[config.mk]
export PLATFORM = sky130hd
export DESIGN_NAME = adaptive_beacon_interval
export DESIGN_NICKNAME = d
export VERILOG_FILES = /design/src/rtl/abi_pkg.sv /design/src/rtl/adaptive_beacon_interval.sv /design/src/rtl/abi_div.sv
export SDC_FILE = /design/constraint.sdc
export NUM_CORES = 1
export LEC_CHECK = 0
export ABC_CLOCK_PERIOD_IN_PS = 19300
export BUFFER_PORTS_ARGS = -buffer_cell sky130_fd_sc_hd__buf_2
export CAP_MARGIN = 25
export CORE_UTILIZATION = 67
export DETAILED_ROUTE_END_ITERATION = 12
export GPL_TIMING_DRIVEN = 0
export PLACE_DENSITY = 0.89
export REMOVE_ABC_BUFFERS = 1
export SYNTH_ARGS = -nofsm -noshare
export SYNTH_HDL_FRONTEND = slang
export SYNTH_SLANG_ARGS = --single-unit
[constraint.sdc]
create_clock -name clk_i -period 19.3 [get_ports clk_i]
set_clock_uncertainty 0.2 [all_clocks]
set_input_delay 1.93 -clock clk_i [delete_from_list [all_inputs] [get_ports clk_i]]
set_output_delay 1.93 -clock clk_i [all_outputs]
set_load 0.02 [all_outputs]
[src/rtl/abi_pkg.sv]
package abi_pkg;

  // Field and register widths fixed by the interface.
  localparam int unsigned OP_W        = 2;
  localparam int unsigned RND_W       = 32;
  localparam int unsigned MIN_W       = 10;
  localparam int unsigned MAX_W       = 11;
  localparam int unsigned STEP_W      = 8;
  localparam int unsigned CFG_W       = 11;
  localparam int unsigned CFG_IDX_W   = 2;
  localparam int unsigned PERIOD_W    = 12;
  localparam int unsigned DELAY_W     = 21;
  localparam int unsigned EXPECT_W    = 16;
  // Start span min_interval_s * 1000 fits in this many bits.
  localparam int unsigned SPAN_W      = 20;

  // Default counter width.
  localparam int unsigned COUNT_BITS_DEF = 16;

  // Timing constants.
  localparam int unsigned MS_PER_S        = 1000;
  localparam int unsigned REFRESH_BASE_MS = 500;
  localparam int unsigned START_EXPECTED  = 2;

  // Reciprocals for q/10 and (q/4)/15, exact for 12-bit periods.
  localparam int unsigned RECIP_10    = 3277;
  localparam int unsigned RECIP_15    = 2185;
  localparam int unsigned RECIP_SHIFT = 15;

  // Reset values.
  localparam logic [MIN_W-1:0]    MIN_RST    = MIN_W'(10);
  localparam logic [MAX_W-1:0]    MAX_RST    = MAX_W'(600);
  localparam logic [STEP_W-1:0]   STEP_UP_RST = STEP_W'(10);
  localparam logic [STEP_W-1:0]   STEP_DN_RST = STEP_W'(20);
  localparam logic [PERIOD_W-1:0] PERIOD_RST = PERIOD_W'(20);

  // Request operations.
  typedef enum logic [OP_W-1:0] {
    OP_SEEN    = 2'd0,
    OP_EXPIRE  = 2'd1,
    OP_REFRESH = 2'd2,
    OP_START   = 2'd3
  } op_e;

  // Configuration register indexes.
  typedef enum logic [CFG_IDX_W-1:0] {
    REG_MIN_INTERVAL = 2'd0,
    REG_MAX_INTERVAL = 2'd1,
    REG_STEP_UP      = 2'd2,
    REG_STEP_DOWN    = 2'd3
  } cfg_reg_e;

  // Handshake between the controller and the serial divider.
  typedef struct packed {
    logic start;
  } div_req_t;

  typedef struct packed {
    logic busy;
    logic done;
  } div_rsp_t;

endpackage

[src/rtl/adaptive_beacon_interval.sv]
// Adaptive beacon interval controller for one network key.
// Input channel (in_valid_i / in_stall_o) carries one event request: op_i selects
// beacon seen, timer expired, state refreshed or start beaconing, and random_word_i
// feeds the refresh and start delays. Every request gives exactly one result on the
// output channel (out_valid_o / out_stall_i): send_beacon, rearm with delay_ms, the
// adapted flag and the current period and expected count.
// One request is processed at a time. Beacon-seen requests, non-adapting expiry
// requests and start requests with a zero minimum interval go straight to the done
// state and from there into the output register. Refresh and other start requests
// go through the bit-serial divider. An adapting expiry adds a 12-step shift-add
// multiply before the divide, then the adjust and expected-count steps. DIV_W is
// the larger of 32 and COUNT_BITS + 12; the divider settles one quotient bit per cycle.
// The result sits in an output register, so a new request is accepted while the
// previous result waits; if the receiver stalls, the next result is held in the
// final state until the output register frees, and no further request is taken.
// Configuration writes take effect at once and must only be made while idle.
// Reset restores the register defaults, a 20 s period, an expected count of two,
// a zero seen count and the half-period phase, and empties the output register.
module adaptive_beacon_interval #(
  parameter int unsigned COUNT_BITS = abi_pkg::COUNT_BITS_DEF
) (
  input  logic                            clk_i,
  input  logic                            rst_ni,
  // Event requests.
  input  logic                            in_valid_i,
  output logic                            in_stall_o,
  input  logic [abi_pkg::OP_W-1:0]        op_i,
  input  logic [abi_pkg::RND_W-1:0]       random_word_i,
  // Results.
  output logic                            out_valid_o,
  input  logic                            out_stall_i,
  output logic                            send_beacon_o,
  output logic                            rearm_o,
  output logic [abi_pkg::DELAY_W-1:0]     delay_ms_o,
  output logic                            adapted_o,
  output logic [abi_pkg::PERIOD_W-1:0]    period_s_o,
  output logic [abi_pkg::EXPECT_W-1:0]    expected_count_o,
  // Configuration writes.
  input  logic                            cfg_we_i,
  input  logic [abi_pkg::CFG_IDX_W-1:0]   cfg_index_i,
  input  logic [abi_pkg::CFG_W-1:0]       cfg_data_i
);
  import abi_pkg::*;

  localparam int unsigned PROD_W = PERIOD_W + COUNT_BITS;
  localparam int unsigned DIV_W  = (PROD_W > RND_W) ? PROD_W : RND_W;
  localparam int unsigned DEN_W  = (COUNT_BITS > SPAN_W) ? COUNT_BITS : SPAN_W;
  localparam int unsigned ADJ_W  = DIV_W + 1;
  localparam int unsigned MUL_CNT_W = $clog2(PERIOD_W);
  localparam int unsigned EXP_W  = 11;
  localparam int unsigned SAT_W  = (COUNT_BITS > EXP_W) ? COUNT_BITS : EXP_W;
  localparam logic [COUNT_BITS-1:0] COUNT_MAX = '1;

  typedef enum logic [5:0] {
    ST_IDLE = 6'b000001,
    ST_MUL  = 6'b000010,
    ST_DIV  = 6'b000100,
    ST_ADJ  = 6'b001000,
    ST_EXP  = 6'b010000,
    ST_DONE = 6'b100000
  } state_e;

  function automatic logic [COUNT_BITS-1:0] sat_inc(input logic [COUNT_BITS-1:0] v);
    sat_inc = (v == COUNT_MAX) ? v : v + 1'b1;
  endfunction

  // Registers.
  state_e                 state_q, state_d;
  op_e                    op_q, op_d;
  logic                   adapt_q, adapt_d;
  logic                   half_q, half_d;
  logic [PERIOD_W-1:0]    period_q, period_d;
  logic [COUNT_BITS-1:0]  seen_q, seen_d;
  logic [COUNT_BITS-1:0]  expected_q, expected_d;
  logic [MIN_W-1:0]       min_q;
  logic [MAX_W-1:0]       max_q;
  logic [STEP_W-1:0]      step_up_q;
  logic [STEP_W-1:0]      step_dn_q;
  logic [PROD_W-1:0]      acc_q, acc_d;
  logic [PERIOD_W-1:0]    mpl_q, mpl_d;
  logic [MUL_CNT_W-1:0]   mul_cnt_q, mul_cnt_d;

  logic                   out_valid_q, out_valid_d;
  logic                   send_q, rearm_q, adapted_q;
  logic [DELAY_W-1:0]     delay_q;
  logic [PERIOD_W-1:0]    period_out_q;
  logic [EXPECT_W-1:0]    expected_out_q;

  // Divider connection.
  div_req_t               div_req;
  div_rsp_t               div_rsp;
  logic [DIV_W-1:0]       div_dividend;
  logic [DEN_W-1:0]       div_divisor;
  logic [DIV_W-1:0]       div_quot;
  logic [DEN_W-1:0]       div_rem;

  logic                   in_accept;
  op_e                    op_in;
  logic                   out_load;
  logic [SPAN_W-1:0]      start_span;

  // Period adjustment terms.
  logic [ADJ_W-1:0]       q_ext, up_lim, period_ext, floor_ext, ceil_ext, q_step, q_clamp;
  logic                   go_up, go_down;

  // Expected count terms.
  logic [2*PERIOD_W-1:0]  prod_10;
  logic [2*PERIOD_W-3:0]  prod_60;
  logic [EXP_W-1:0]       exp_sum;
  logic [SAT_W-1:0]       exp_ext;
  logic [COUNT_BITS-1:0]  exp_sat;

  // Result fields.
  logic                   res_send, res_rearm;
  logic [DELAY_W-1:0]     res_delay;

  assign in_stall_o = (state_q != ST_IDLE);
  assign in_accept  = in_valid_i && !in_stall_o;
  assign op_in      = op_e'(op_i);
  assign out_load   = (state_q == ST_DONE) && (!out_valid_q || !out_stall_i);
  assign start_span = SPAN_W'(min_q) * SPAN_W'(MS_PER_S);

  // Step limits, then the floor and ceiling clamp on the new quotient.
  assign q_ext      = {1'b0, div_quot};
  assign period_ext = ADJ_W'(period_q);
  assign up_lim     = ADJ_W'(period_q) + ADJ_W'(step_up_q);
  assign go_up      = q_ext > up_lim;
  assign go_down    = (q_ext + ADJ_W'(step_dn_q)) < period_ext;
  assign floor_ext  = ADJ_W'({min_q, 1'b0});
  assign ceil_ext   = ADJ_W'({max_q, 1'b0});

  always_comb begin
    priority if (go_up) begin
      q_step = up_lim;
    end else if (go_down) begin
      q_step = ADJ_W'(period_q - PERIOD_W'(step_dn_q));
    end else begin
      q_step = q_ext;
    end
    priority if (q_step < floor_ext) begin
      q_clamp = floor_ext;
    end else if (q_step > ceil_ext) begin
      q_clamp = ceil_ext;
    end else begin
      q_clamp = q_step;
    end
  end

  // Expected count q/10 + 3*(q/60) by reciprocal multiplies on the new period.
  assign prod_10 = (2*PERIOD_W)'(period_q) * (2*PERIOD_W)'(RECIP_10);
  assign prod_60 = (2*PERIOD_W-2)'(period_q[PERIOD_W-1:2]) * (2*PERIOD_W-2)'(RECIP_15);
  assign exp_sum = EXP_W'(prod_10[2*PERIOD_W-1:RECIP_SHIFT])
                 + EXP_W'({prod_60[2*PERIOD_W-3:RECIP_SHIFT], 1'b0})
                 + EXP_W'(prod_60[2*PERIOD_W-3:RECIP_SHIFT]);
  assign exp_ext = SAT_W'(exp_sum);
  assign exp_sat = (exp_ext > SAT_W'(COUNT_MAX)) ? COUNT_MAX : exp_ext[COUNT_BITS-1:0];

  // Sequencer.
  always_comb begin
    state_d      = state_q;
    op_d         = op_q;
    adapt_d      = adapt_q;
    half_d       = half_q;
    period_d     = period_q;
    seen_d       = seen_q;
    expected_d   = expected_q;
    acc_d        = acc_q;
    mpl_d        = mpl_q;
    mul_cnt_d    = mul_cnt_q;
    div_req      = '0;
    div_dividend = DIV_W'(random_word_i);
    div_divisor  = DEN_W'(MS_PER_S);
    unique case (state_q)
      ST_IDLE: begin
        if (in_accept) begin
          op_d    = op_in;
          adapt_d = 1'b0;
          state_d = ST_DONE;
          unique case (op_in)
            OP_SEEN: begin
              seen_d = sat_inc(seen_q);
            end
            OP_EXPIRE: begin
              seen_d = sat_inc(seen_q);
              half_d = !half_q;
              if (!half_q) begin
                adapt_d   = 1'b1;
                acc_d     = '0;
                mpl_d     = period_q;
                mul_cnt_d = '0;
                state_d   = ST_MUL;
              end
            end
            OP_REFRESH: begin
              expected_d    = sat_inc(expected_q);
              div_req.start = 1'b1;
              state_d       = ST_DIV;
            end
            OP_START: begin
              period_d   = PERIOD_W'({min_q, 1'b0});
              expected_d = COUNT_BITS'(START_EXPECTED);
              seen_d     = '0;
              half_d     = 1'b1;
              // A zero minimum interval gives a fixed 1 ms delay.
              if (min_q != '0) begin
                div_req.start = 1'b1;
                div_divisor   = DEN_W'(start_span);
                state_d       = ST_DIV;
              end
            end
            default: ;
          endcase
        end
      end
      ST_MUL: begin
        // MSB-first shift-add of period by seen count.
        acc_d     = {acc_q[PROD_W-2:0], 1'b0} + (mpl_q[PERIOD_W-1] ? PROD_W'(seen_q) : '0);
        mpl_d     = {mpl_q[PERIOD_W-2:0], 1'b0};
        mul_cnt_d = mul_cnt_q + 1'b1;
        if (mul_cnt_q == MUL_CNT_W'(PERIOD_W - 1)) begin
          div_req.start = 1'b1;
          div_dividend  = DIV_W'(acc_d);
          div_divisor   = DEN_W'(expected_q);
          state_d       = ST_DIV;
        end
      end
      ST_DIV: begin
        if (div_rsp.done) begin
          state_d = (op_q == OP_EXPIRE) ? ST_ADJ : ST_DONE;
        end
      end
      ST_ADJ: begin
        period_d = q_clamp[PERIOD_W-1:0];
        seen_d   = '0;
        state_d  = ST_EXP;
      end
      ST_EXP: begin
        expected_d = exp_sat;
        state_d    = ST_DONE;
      end
      ST_DONE: begin
        if (out_load) begin
          state_d = ST_IDLE;
        end
      end
      default: begin
        state_d = ST_IDLE;
      end
    endcase
  end

  // Result fields for the finished request.
  always_comb begin
    res_send  = (op_q == OP_EXPIRE);
    res_rearm = (op_q != OP_SEEN);
    unique case (op_q)
      OP_SEEN:    res_delay = '0;
      OP_EXPIRE:  res_delay = DELAY_W'(period_q[PERIOD_W-1:1]) * DELAY_W'(MS_PER_S);
      OP_REFRESH: res_delay = DELAY_W'(REFRESH_BASE_MS) + DELAY_W'(div_rem);
      OP_START:   res_delay = (min_q == '0) ? DELAY_W'(1) : DELAY_W'(div_rem) + DELAY_W'(1);
      default:    res_delay = '0;
    endcase
  end

  // Output register handshake.
  always_comb begin
    if (out_load) begin
      out_valid_d = 1'b1;
    end else if (!out_stall_i) begin
      out_valid_d = 1'b0;
    end else begin
      out_valid_d = out_valid_q;
    end
  end

  // Control and architectural state.
  always_ff @(posedge clk_i or negedge rst_ni) begin
    if (!rst_ni) begin
      state_q     <= ST_IDLE;
      op_q        <= OP_SEEN;
      adapt_q     <= 1'b0;
      half_q      <= 1'b1;
      period_q    <= PERIOD_RST;
      seen_q      <= '0;
      expected_q  <= COUNT_BITS'(START_EXPECTED);
      mul_cnt_q   <= '0;
      out_valid_q <= 1'b0;
    end else begin
      state_q     <= state_d;
      op_q        <= op_d;
      adapt_q     <= adapt_d;
      half_q      <= half_d;
      period_q    <= period_d;
      seen_q      <= seen_d;
      expected_q  <= expected_d;
      mul_cnt_q   <= mul_cnt_d;
      out_valid_q <= out_valid_d;
    end
  end

  // Configuration registers.
  always_ff @(posedge clk_i or negedge rst_ni) begin
    if (!rst_ni) begin
      min_q     <= MIN_RST;
      max_q     <= MAX_RST;
      step_up_q <= STEP_UP_RST;
      step_dn_q <= STEP_DN_RST;
    end else if (cfg_we_i) begin
      unique case (cfg_reg_e'(cfg_index_i))
        REG_MIN_INTERVAL: min_q     <= cfg_data_i[MIN_W-1:0];
        REG_MAX_INTERVAL: max_q     <= cfg_data_i[MAX_W-1:0];
        REG_STEP_UP:      step_up_q <= cfg_data_i[STEP_W-1:0];
        REG_STEP_DOWN:    step_dn_q <= cfg_data_i[STEP_W-1:0];
        default: ;
      endcase
    end
  end

  // Multiplier shift registers and result payload.
  always_ff @(posedge clk_i) begin
    acc_q <= acc_d;
    mpl_q <= mpl_d;
    if (out_load) begin
      send_q         <= res_send;
      rearm_q        <= res_rearm;
      delay_q        <= res_delay;
      adapted_q      <= adapt_q;
      period_out_q   <= period_q;
      expected_out_q <= EXPECT_W'(expected_q);
    end
  end

  abi_div #(
    .NUM_W (DIV_W),
    .DEN_W (DEN_W)
  ) u_div (
    .clk_i       (clk_i),
    .rst_ni      (rst_ni),
    .req_i       (div_req),
    .dividend_i  (div_dividend),
    .divisor_i   (div_divisor),
    .rsp_o       (div_rsp),
    .quotient_o  (div_quot),
    .remainder_o (div_rem)
  );

  assign out_valid_o      = out_valid_q;
  assign send_beacon_o    = send_q;
  assign rearm_o          = rearm_q;
  assign delay_ms_o       = delay_q;
  assign adapted_o        = adapted_q;
  assign period_s_o       = period_out_q;
  assign expected_count_o = expected_out_q;

  // A beacon-seen request goes straight to the result state.
  a_seen_done: assert property (@(posedge clk_i) disable iff (!rst_ni)
    (in_accept && op_in == OP_SEEN) |=> (state_q == ST_DONE))
    else $error("beacon-seen request did not finish at once");

  // A new result appears only when the sequencer hands one over.
  a_out_from_done: assert property (@(posedge clk_i) disable iff (!rst_ni)
    $rose(out_valid_q) |-> ($past(state_q) == ST_DONE))
    else $error("result appeared outside the done state");

  // The divider is started only from idle or at the end of the multiply.
  a_div_start: assert property (@(posedge clk_i) disable iff (!rst_ni)
    div_req.start |-> (state_q == ST_IDLE || state_q == ST_MUL))
    else $error("divider started from an unexpected state");

  // While waiting on the divider it must be running or finishing.
  a_div_running: assert property (@(posedge clk_i) disable iff (!rst_ni)
    (state_q == ST_DIV) |-> (div_rsp.busy || div_rsp.done))
    else $error("waiting on an idle divider");

  // The clamped period never reaches the all-ones code.
  a_adj_period: assert property (@(posedge clk_i) disable iff (!rst_ni)
    (state_q == ST_ADJ) |=> (period_q != '1))
    else $error("adapted period out of range");

endmodule

[src/rtl/abi_div.sv]
module abi_div #(
  parameter int unsigned NUM_W = 32,
  parameter int unsigned DEN_W = 20
) (
  input  logic                clk_i,
  input  logic                rst_ni,
  input  abi_pkg::div_req_t   req_i,
  input  logic [NUM_W-1:0]    dividend_i,
  input  logic [DEN_W-1:0]    divisor_i,
  output abi_pkg::div_rsp_t   rsp_o,
  output logic [NUM_W-1:0]    quotient_o,
  output logic [DEN_W-1:0]    remainder_o
);
  import abi_pkg::*;

  localparam int unsigned CNT_W = $clog2(NUM_W + 1);

  logic             busy_q, busy_d;
  logic             done_q, done_d;
  logic [CNT_W-1:0] cnt_q, cnt_d;
  logic [DEN_W-1:0] den_q;
  logic [DEN_W-1:0] rem_q, rem_d;
  logic [NUM_W-1:0] quo_q, quo_d;

  logic             next_bit;
  logic [DEN_W+1:0] diff;
  logic             fits;

  // One restoring step: bring down the next dividend bit and try the subtraction.
  assign next_bit = quo_q[NUM_W-1];
  assign diff     = {1'b0, rem_q, next_bit} - {2'b00, den_q};
  assign fits     = ~diff[DEN_W+1];

  always_comb begin
    busy_d = busy_q;
    done_d = 1'b0;
    cnt_d  = cnt_q;
    rem_d  = rem_q;
    quo_d  = quo_q;
    if (req_i.start) begin
      busy_d = 1'b1;
      cnt_d  = '0;
      rem_d  = '0;
      quo_d  = dividend_i;
    end else if (busy_q) begin
      rem_d = fits ? diff[DEN_W-1:0] : {rem_q[DEN_W-2:0], next_bit};
      quo_d = {quo_q[NUM_W-2:0], fits};
      cnt_d = cnt_q + 1'b1;
      if (cnt_q == CNT_W'(NUM_W - 1)) begin
        busy_d = 1'b0;
        done_d = 1'b1;
      end
    end
  end

  // Control state.
  always_ff @(posedge clk_i or negedge rst_ni) begin
    if (!rst_ni) begin
      busy_q <= 1'b0;
      done_q <= 1'b0;
      cnt_q  <= '0;
    end else begin
      busy_q <= busy_d;
      done_q <= done_d;
      cnt_q  <= cnt_d;
    end
  end

  // Datapath shift registers.
  always_ff @(posedge clk_i) begin
    if (req_i.start) begin
      den_q <= divisor_i;
    end
    rem_q <= rem_d;
    quo_q <= quo_d;
  end

  assign rsp_o.busy  = busy_q;
  assign rsp_o.done  = done_q;
  assign quotient_o  = quo_q;
  assign remainder_o = rem_q;

  // A step count never runs past the dividend width.
  a_cnt_range: assert property (@(posedge clk_i) disable iff (!rst_ni)
    busy_q |-> (cnt_q < CNT_W'(NUM_W)))
    else $error("divider step count out of range");

  // Completion follows the last step of a busy run.
  a_done_after_busy: assert property (@(posedge clk_i) disable iff (!rst_ni)
    done_q |-> ($past(busy_q) && !busy_q))
    else $error("divider done without a finished run");

  // A start always opens a run.
  a_start_busy: assert property (@(posedge clk_i) disable iff (!rst_ni)
    req_i.start |=> busy_q)
    else $error("divider start did not open a run");

endmodule
==> impl_metrics.json, run 1 <==
{
  "status": "finished, final reports clean",
  "yosys.cell_types.count": 93,
  "fin_util_pct": 75.60,
  "worstPathRequired_ns": 19.54,
  "syn-cell-area_sq_um": 24030,
  "grt_pass1_vias": 19770,
  "period_needed_ns": 8.648,
  "place_ws_ns": 10.63,
  "finalSetupViolCount": 0,
  "globalRouteTotalUtil_pct": 35.93,
  "cp-end-kind": "flop",
  "rsz0062_at_grt": "no",
  "io_pins": 106,
  "yosysWarnings": 0,
  "seqCellArea_sq_um": 7316,
  "post-cts-setup-buffers": 0,
  "path_max_fanout": 31,
  "gr-total-overflow": 0,
  "drc": 0,
  "hold_path.class": "flop to flop",
  "min_path_cells": 0,
  "first_pass_iters": 5,
  "cap_violations": 0,
  "yosysSeqAreaShare_pct": 30.44,
  "drive_gt1_share_pct": 11.09,
  "drt-initial-drc-count": 1564,
  "antenna_found_initial": 4,
  "multi_input_area_sq_um": 15540,
  "avgSynthCellArea_sq_um": 9.632,
  "placedCellCount": 2991,
  "area_growth_syn_to_layout_pct": 9.731,
  "path_class": "flop to flop",
  "cts.clk_slew.worst_paths_ns": 0.07,
  "fill_cells": 2347,
  "die-height_um": 191.4,
  "via_per_inst": 6.435,
  "numCtsBuffers": 31,
  "routed_wirelength_um": 64580,
  "cpLargestDelayFamily": "compound AO/OA/AOI/OAI gates",
  "nNetsFinal": 3071,
  "num_rows": 68,
  "clock_path_buffers": 3,
  "fmax_mhz": 115.6,
  "grt_max_degree": 55,
  "cts.sinks": 267,
  "synth_edf_count": 143,
  "startpoint_type": "flop",
  "dpl.hpwl_um": 48520,
  "cts_tree": "yes",
  "drv_slew": 0,
  "gp_congestion": 0.9419,
  "ys.flop_type": "edfxtp_1",
  "max_slew_margin_pct": 23.13,
  "cp_slowest_stage_delay_ns": 0.74,
  "cp.depth": 28,
  "instances_no_fill": 3056,
  "via_count": 19670,
  "htree_levels": 1,
  "critPathMostFrequentCell": "a21oi_1",
  "postCtsHoldBufs": 0,
  "fin_crit_sh_pct": 44.81,
  "grt_use_met2_pct": 60.28,
  "grtUsageMet1_pct": 43.83,
  "met3_usage_pct": 6.462,
  "setup_slack_ns": 10.65,
  "grt_pass1_wl_um": 102300,
  "die_area_sq_um": 36630,
  "yosys_register_bits": 267,
  "clock_latency_ns": 0.59,
  "worstPathArrival_ns": 8.89,
  "slowest_stage": "dfrtp_1",
  "rr_worst_depth": 28,
  "cts-root-buf": "clkbuf_16",
  "tightest_slew_ns": 1.148,
  "wl_per_cell_um": 21.13,
  "ctsResizeCount": 0,
  "hold_violations": 0,
  "busiest_layer": "met2",
  "crit_buf_inv": 3,
  "fin_tns_setup_ns": 0,
  "core_area_sq_um": 34880,
  "synthArstFlopShare_pct": 38.95,
  "ant_nets": 0,
  "start_util_pct": 68.89,
  "numPortBuffers": 105,
  "netlist_instances": 2495,
  "die_w_um": 191.4
}
-- registers in the layout, summed over array words and instances, names as in the netlist, 10 cells and up --
name               count
u_div.quotient_o      32
seen_q                16
expected_q            16
min_q                 10
delay_ms_o            21
expected_count_o      16
u_div.remainder_o     20
max_q                 11
u_div.den_q           20
acc_q                 27
period_s_o            12
period_q              12
mpl_q                 12
-- layer usage --
layer	up-vias	wire length [um]
li1	9067	-
met1	9427	24850
met2	912	30610
met3	256	5232
met4	4	3873
met5	-	20
-- path summary, 6_finish.rpt --
path                        startpoint      endpoint  slack, ns
min                            adapt_q     adapted_o       0.26
max reg2reg                period_q[1]  period_q[11]      10.65
max                        period_q[1]  period_q[11]      10.65
min reg2reg                    adapt_q     adapted_o       0.26
min in group asynchronous       rst_ni    seen_q[13]       1.20
max in group asynchronous       rst_ni      min_q[1]      16.92
-- cells in the mapped netlist (7+ instances only) --
cell type	n	share of area, %
ha_1	325	17
inv_1	235	3.7
o21ai_0	204	4.2
nand2_1	182	2.8
nor2_1	161	2.5
edfxtp_1	143	18
a21oi_1	123	2.6
fa_1	121	10
dfrtp_1	89	9.3
xnor2_1	76	2.8
nand3_1	73	1.5
clkbuf_1	59	0.92
mux2_2	52	2.4
xor2_1	50	1.8
nor3_1	47	0.98
and2_1	37	0.96
and3_1	37	0.96
mux2i_1	36	1.5
nand2b_1	31	0.81
a21o_1	29	0.91
nand4_1	29	0.75
nor2b_1	25	0.65
a31oi_1	23	0.60
o21a_1	21	0.66
dfxtp_1	20	1.7
o22ai_1	16	0.42
dfstp_2	15	1.6
nor4_1	14	0.36
o21bai_1	14	0.44
a22o_1	12	0.44
a41oi_1	12	0.44
or3_1	12	0.31
nand3b_1	11	0.34
o211ai_1	11	0.34
buf_1	9	0.14
a211oi_1	8	0.25
o21ai_2	8	0.29
or2_2	8	0.21
buf_2	7	0.15
o31ai_1	7	0.22
-- final cells by class --
cell class | count | area share (%)
flip-flops and latches | 267 | 27.74
repair buffers | 125 | 3.449
well taps | 455 | 2.159
clock buffers | 37 | 3.222
inverters | 236 | 3.359
clock inverters | 20 | 1.115
multi-input cells | 1912 | 58.92
diodes | 4 | 0.03796
-- through the flow --
step / hold WS, ns / area [sq um]
finish: 0.2555 / 26370
global route: 0.2703 / 26360
CTS: 0.2472 / 26280
detailed placement: 0.2443 / 25130
global placement: 0.2275 / 24780
floorplan: 0.2194 / 23680
-- cells in the final DEF, fill, tap and decap left out, types with 31 or more instances in the layout --
cell	synthesis	routed
mux2i_1	36	36
a21oi_1	123	121
mux2_2	52	52
o21ai_0	204	204
nand3_1	73	73
clkbuf_16	0	32
dfrtp_1	89	89
nor3_1	47	46
and3_1	37	37
edfxtp_1	143	143
fa_1	121	121
buf_2	7	105
nand2_1	182	182
inv_1	235	235
ha_1	325	325
xnor2_1	76	76
xor2_1	50	50
nor2_1	161	160
nand2b_1	31	31
and2_1	37	37
-- kinds of logic after synthesis --
group                    after synthesis  synth area share (%)
buffers and inverters                316                 5.149
adder cells (fa/ha/maj)              446                 27.00
multiplexers                          88                 3.936
flip-flops                           267                 30.44
AO/OA/AOI/OAI                        557                 14.53
XOR/XNOR                             126                 4.592
AND/OR/NAND/NOR                      695                 14.35
Power of run 1 is left out: the tool's default activity adds up to more than one toggle a clock period on the data nets, which glitch-free logic cannot reach.
==> run 2: changes to the inputs <==
Settings changed: ABC_CLOCK_PERIOD_IN_PS 19300 to 8350, CORE_UTILIZATION 67 to 64, PLACE_DENSITY 0.89 to 0.85.
Clock period 19.3 ns to 8.35 ns, I/O delays scaled along.
==> run 2 against run 1 <==
Effect of this change:
- global-route usage fell by 2.6 points
- sequential cell count did not move
- critical path depth fell by 1
- final cell count rose by 0.26%
- sequential share of layout area rose by 0.20 points
- largest cell class unchanged
- highest routed layer unchanged
==> impl_metrics.json, run 2 (synthesis results as in run 1) <==
{
  "status": "finished, final reports clean",
  "via_count": 19440,
  "start_util_pct": 65.33,
  "numPortBuffers": 105,
  "routed_wirelength_um": 63290,
  "rsz0062_at_grt": "yes",
  "dpl.hpwl_um": 47840,
  "drt-initial-drc-count": 1645,
  "die_w_um": 195.8,
  "htree_levels": 1,
  "drv_slew": 0,
  "core_area_sq_um": 36790,
  "antenna_found_initial": 4,
  "drc": 0,
  "cts.clk_slew.worst_paths_ns": 0.06,
  "nNetsFinal": 3069,
  "first_pass_iters": 5,
  "hold_violations": 0,
  "grt_pass1_wl_um": 100700,
  "max_slew_margin_pct": 27.56,
  "cap_violations": 0,
  "cts_tree": "yes",
  "multi_input_area_sq_um": 15560,
  "io_pins": 106,
  "path_max_fanout": 32,
  "gr-total-overflow": 0,
  "clock_latency_ns": 0.60,
  "fmax_mhz": 124.1,
  "finalSetupViolCount": 0,
  "globalRouteTotalUtil_pct": 33.30,
  "instances_no_fill": 3064,
  "ant_nets": 0,
  "fill_cells": 2736,
  "drive_gt1_share_pct": 11.45,
  "cts-root-buf": "clkbuf_16",
  "cts.sinks": 267,
  "slowest_stage": "dfrtp_2",
  "worstPathRequired_ns": 8.66,
  "startpoint_type": "flop",
  "gp_congestion": 0.9429,
  "cp_slowest_stage_delay_ns": 0.60,
  "layout_commonest_cell": "ha_1",
  "path_class": "flop to flop",
  "worstPathArrival_ns": 8.37,
  "grt_max_degree": 65,
  "die_area_sq_um": 38330,
  "clock_path_buffers": 3,
  "numCtsBuffers": 31,
  "fin_crit_sh_pct": 96.49,
  "wl_per_cell_um": 20.66,
  "hold_path.class": "input port to async pin",
  "via_per_inst": 6.343,
  "layout_common_cells": "325 x ha_1, 235 x inv_1, 204 x o21ai_0",
  "cpLargestDelayFamily": "compound AO/OA/AOI/OAI gates",
  "seqCellArea_sq_um": 7320,
  "cp-end-kind": "flop",
  "die-height_um": 195.8,
  "setup_slack_ns": 0.2934,
  "period_needed_ns": 8.057,
  "crit_buf_inv": 2,
  "num_rows": 70,
  "largest_reg_flops": 32,
  "placedCellCount": 3003,
  "postCtsHoldBufs": 0,
  "place_ws_ns": -0.3051,
  "tightest_slew_ns": 1.083,
  "area_growth_syn_to_layout_pct": 9.007,
  "grt_pass1_vias": 19450
}
==> run 2: area by class of cell <==
type / instances / share of cell area (%)
timing repair buffer: 123 / 3.128
sequential: 267 / 27.94
clock inverter: 22 / 0.7737
multi-input combinational: 1912 / 59.40
clock buffer: 35 / 3.133
inverter: 236 / 3.382
antenna: 1 / 0.009552
tap: 468 / 2.235
==> run 2: repair_timing <==
action                                  in CTS  in global routing
pin swaps                                    0                  0
buffers inserted                             0                  0
endpoints found under the setup margin      12                 14
resized for setup                            2                  6
==> run 2: worst reg2reg max path: cells and delay by family, from the launching register on <==
kind,cells,cell delay (ns)
compound gates,13,3.57
fa+ha+maj,3,1.17
buf+inv,2,0.40
flops,1,0.60
mux,1,0.41
simple gates,8,1.66
==> run 2: per-layer routing <==
layer	vias up	share of wire, %	routed length, um	track usage, %
li1	9052	-	-	-
met4	4	4.4	2756	14.06
met5	-	0.036	23	0
met1	9310	39	24990	41.63
met3	191	8.2	5162	5.690
met2	878	48	30370	57.10
==> run 2: worst paths after layout <==
path,startpoint,end,slack (ns),cells past startpoint
hold / removal,rst_ni,seen_q[13],0.05,1
min in group clk_i,adapt_q,adapted_o,0.26,0
hold reg to reg,adapt_q,adapted_o,0.26,0
setup / recovery,period_q[1],period_q[1],0.29,27
max in group asynchronous,rst_ni,step_dn_q[2],7.13,2
setup reg to reg,period_q[1],period_q[1],0.29,27
==> run 2: metrics by stage <==
step | utilization, % | TNS (ns) | hold slack (ns) | cell area (sq um)
3_5_place_dp | 68.23 | -2.245 | 0.2513 | 25100
6_report | 71.21 | 0 | 0.04594 | 26200
2_1_floorplan | - | 0 | 0.2194 | 23680
5_1_grt | 71.21 | -0.04319 | 0.07431 | 26190
4_1_cts | 71.02 | 0 | 0.05023 | 26130
3_3_place_gp | 67.39 | -2.826 | 0.2268 | 24790
Power of run 2 is left out for the same reason.
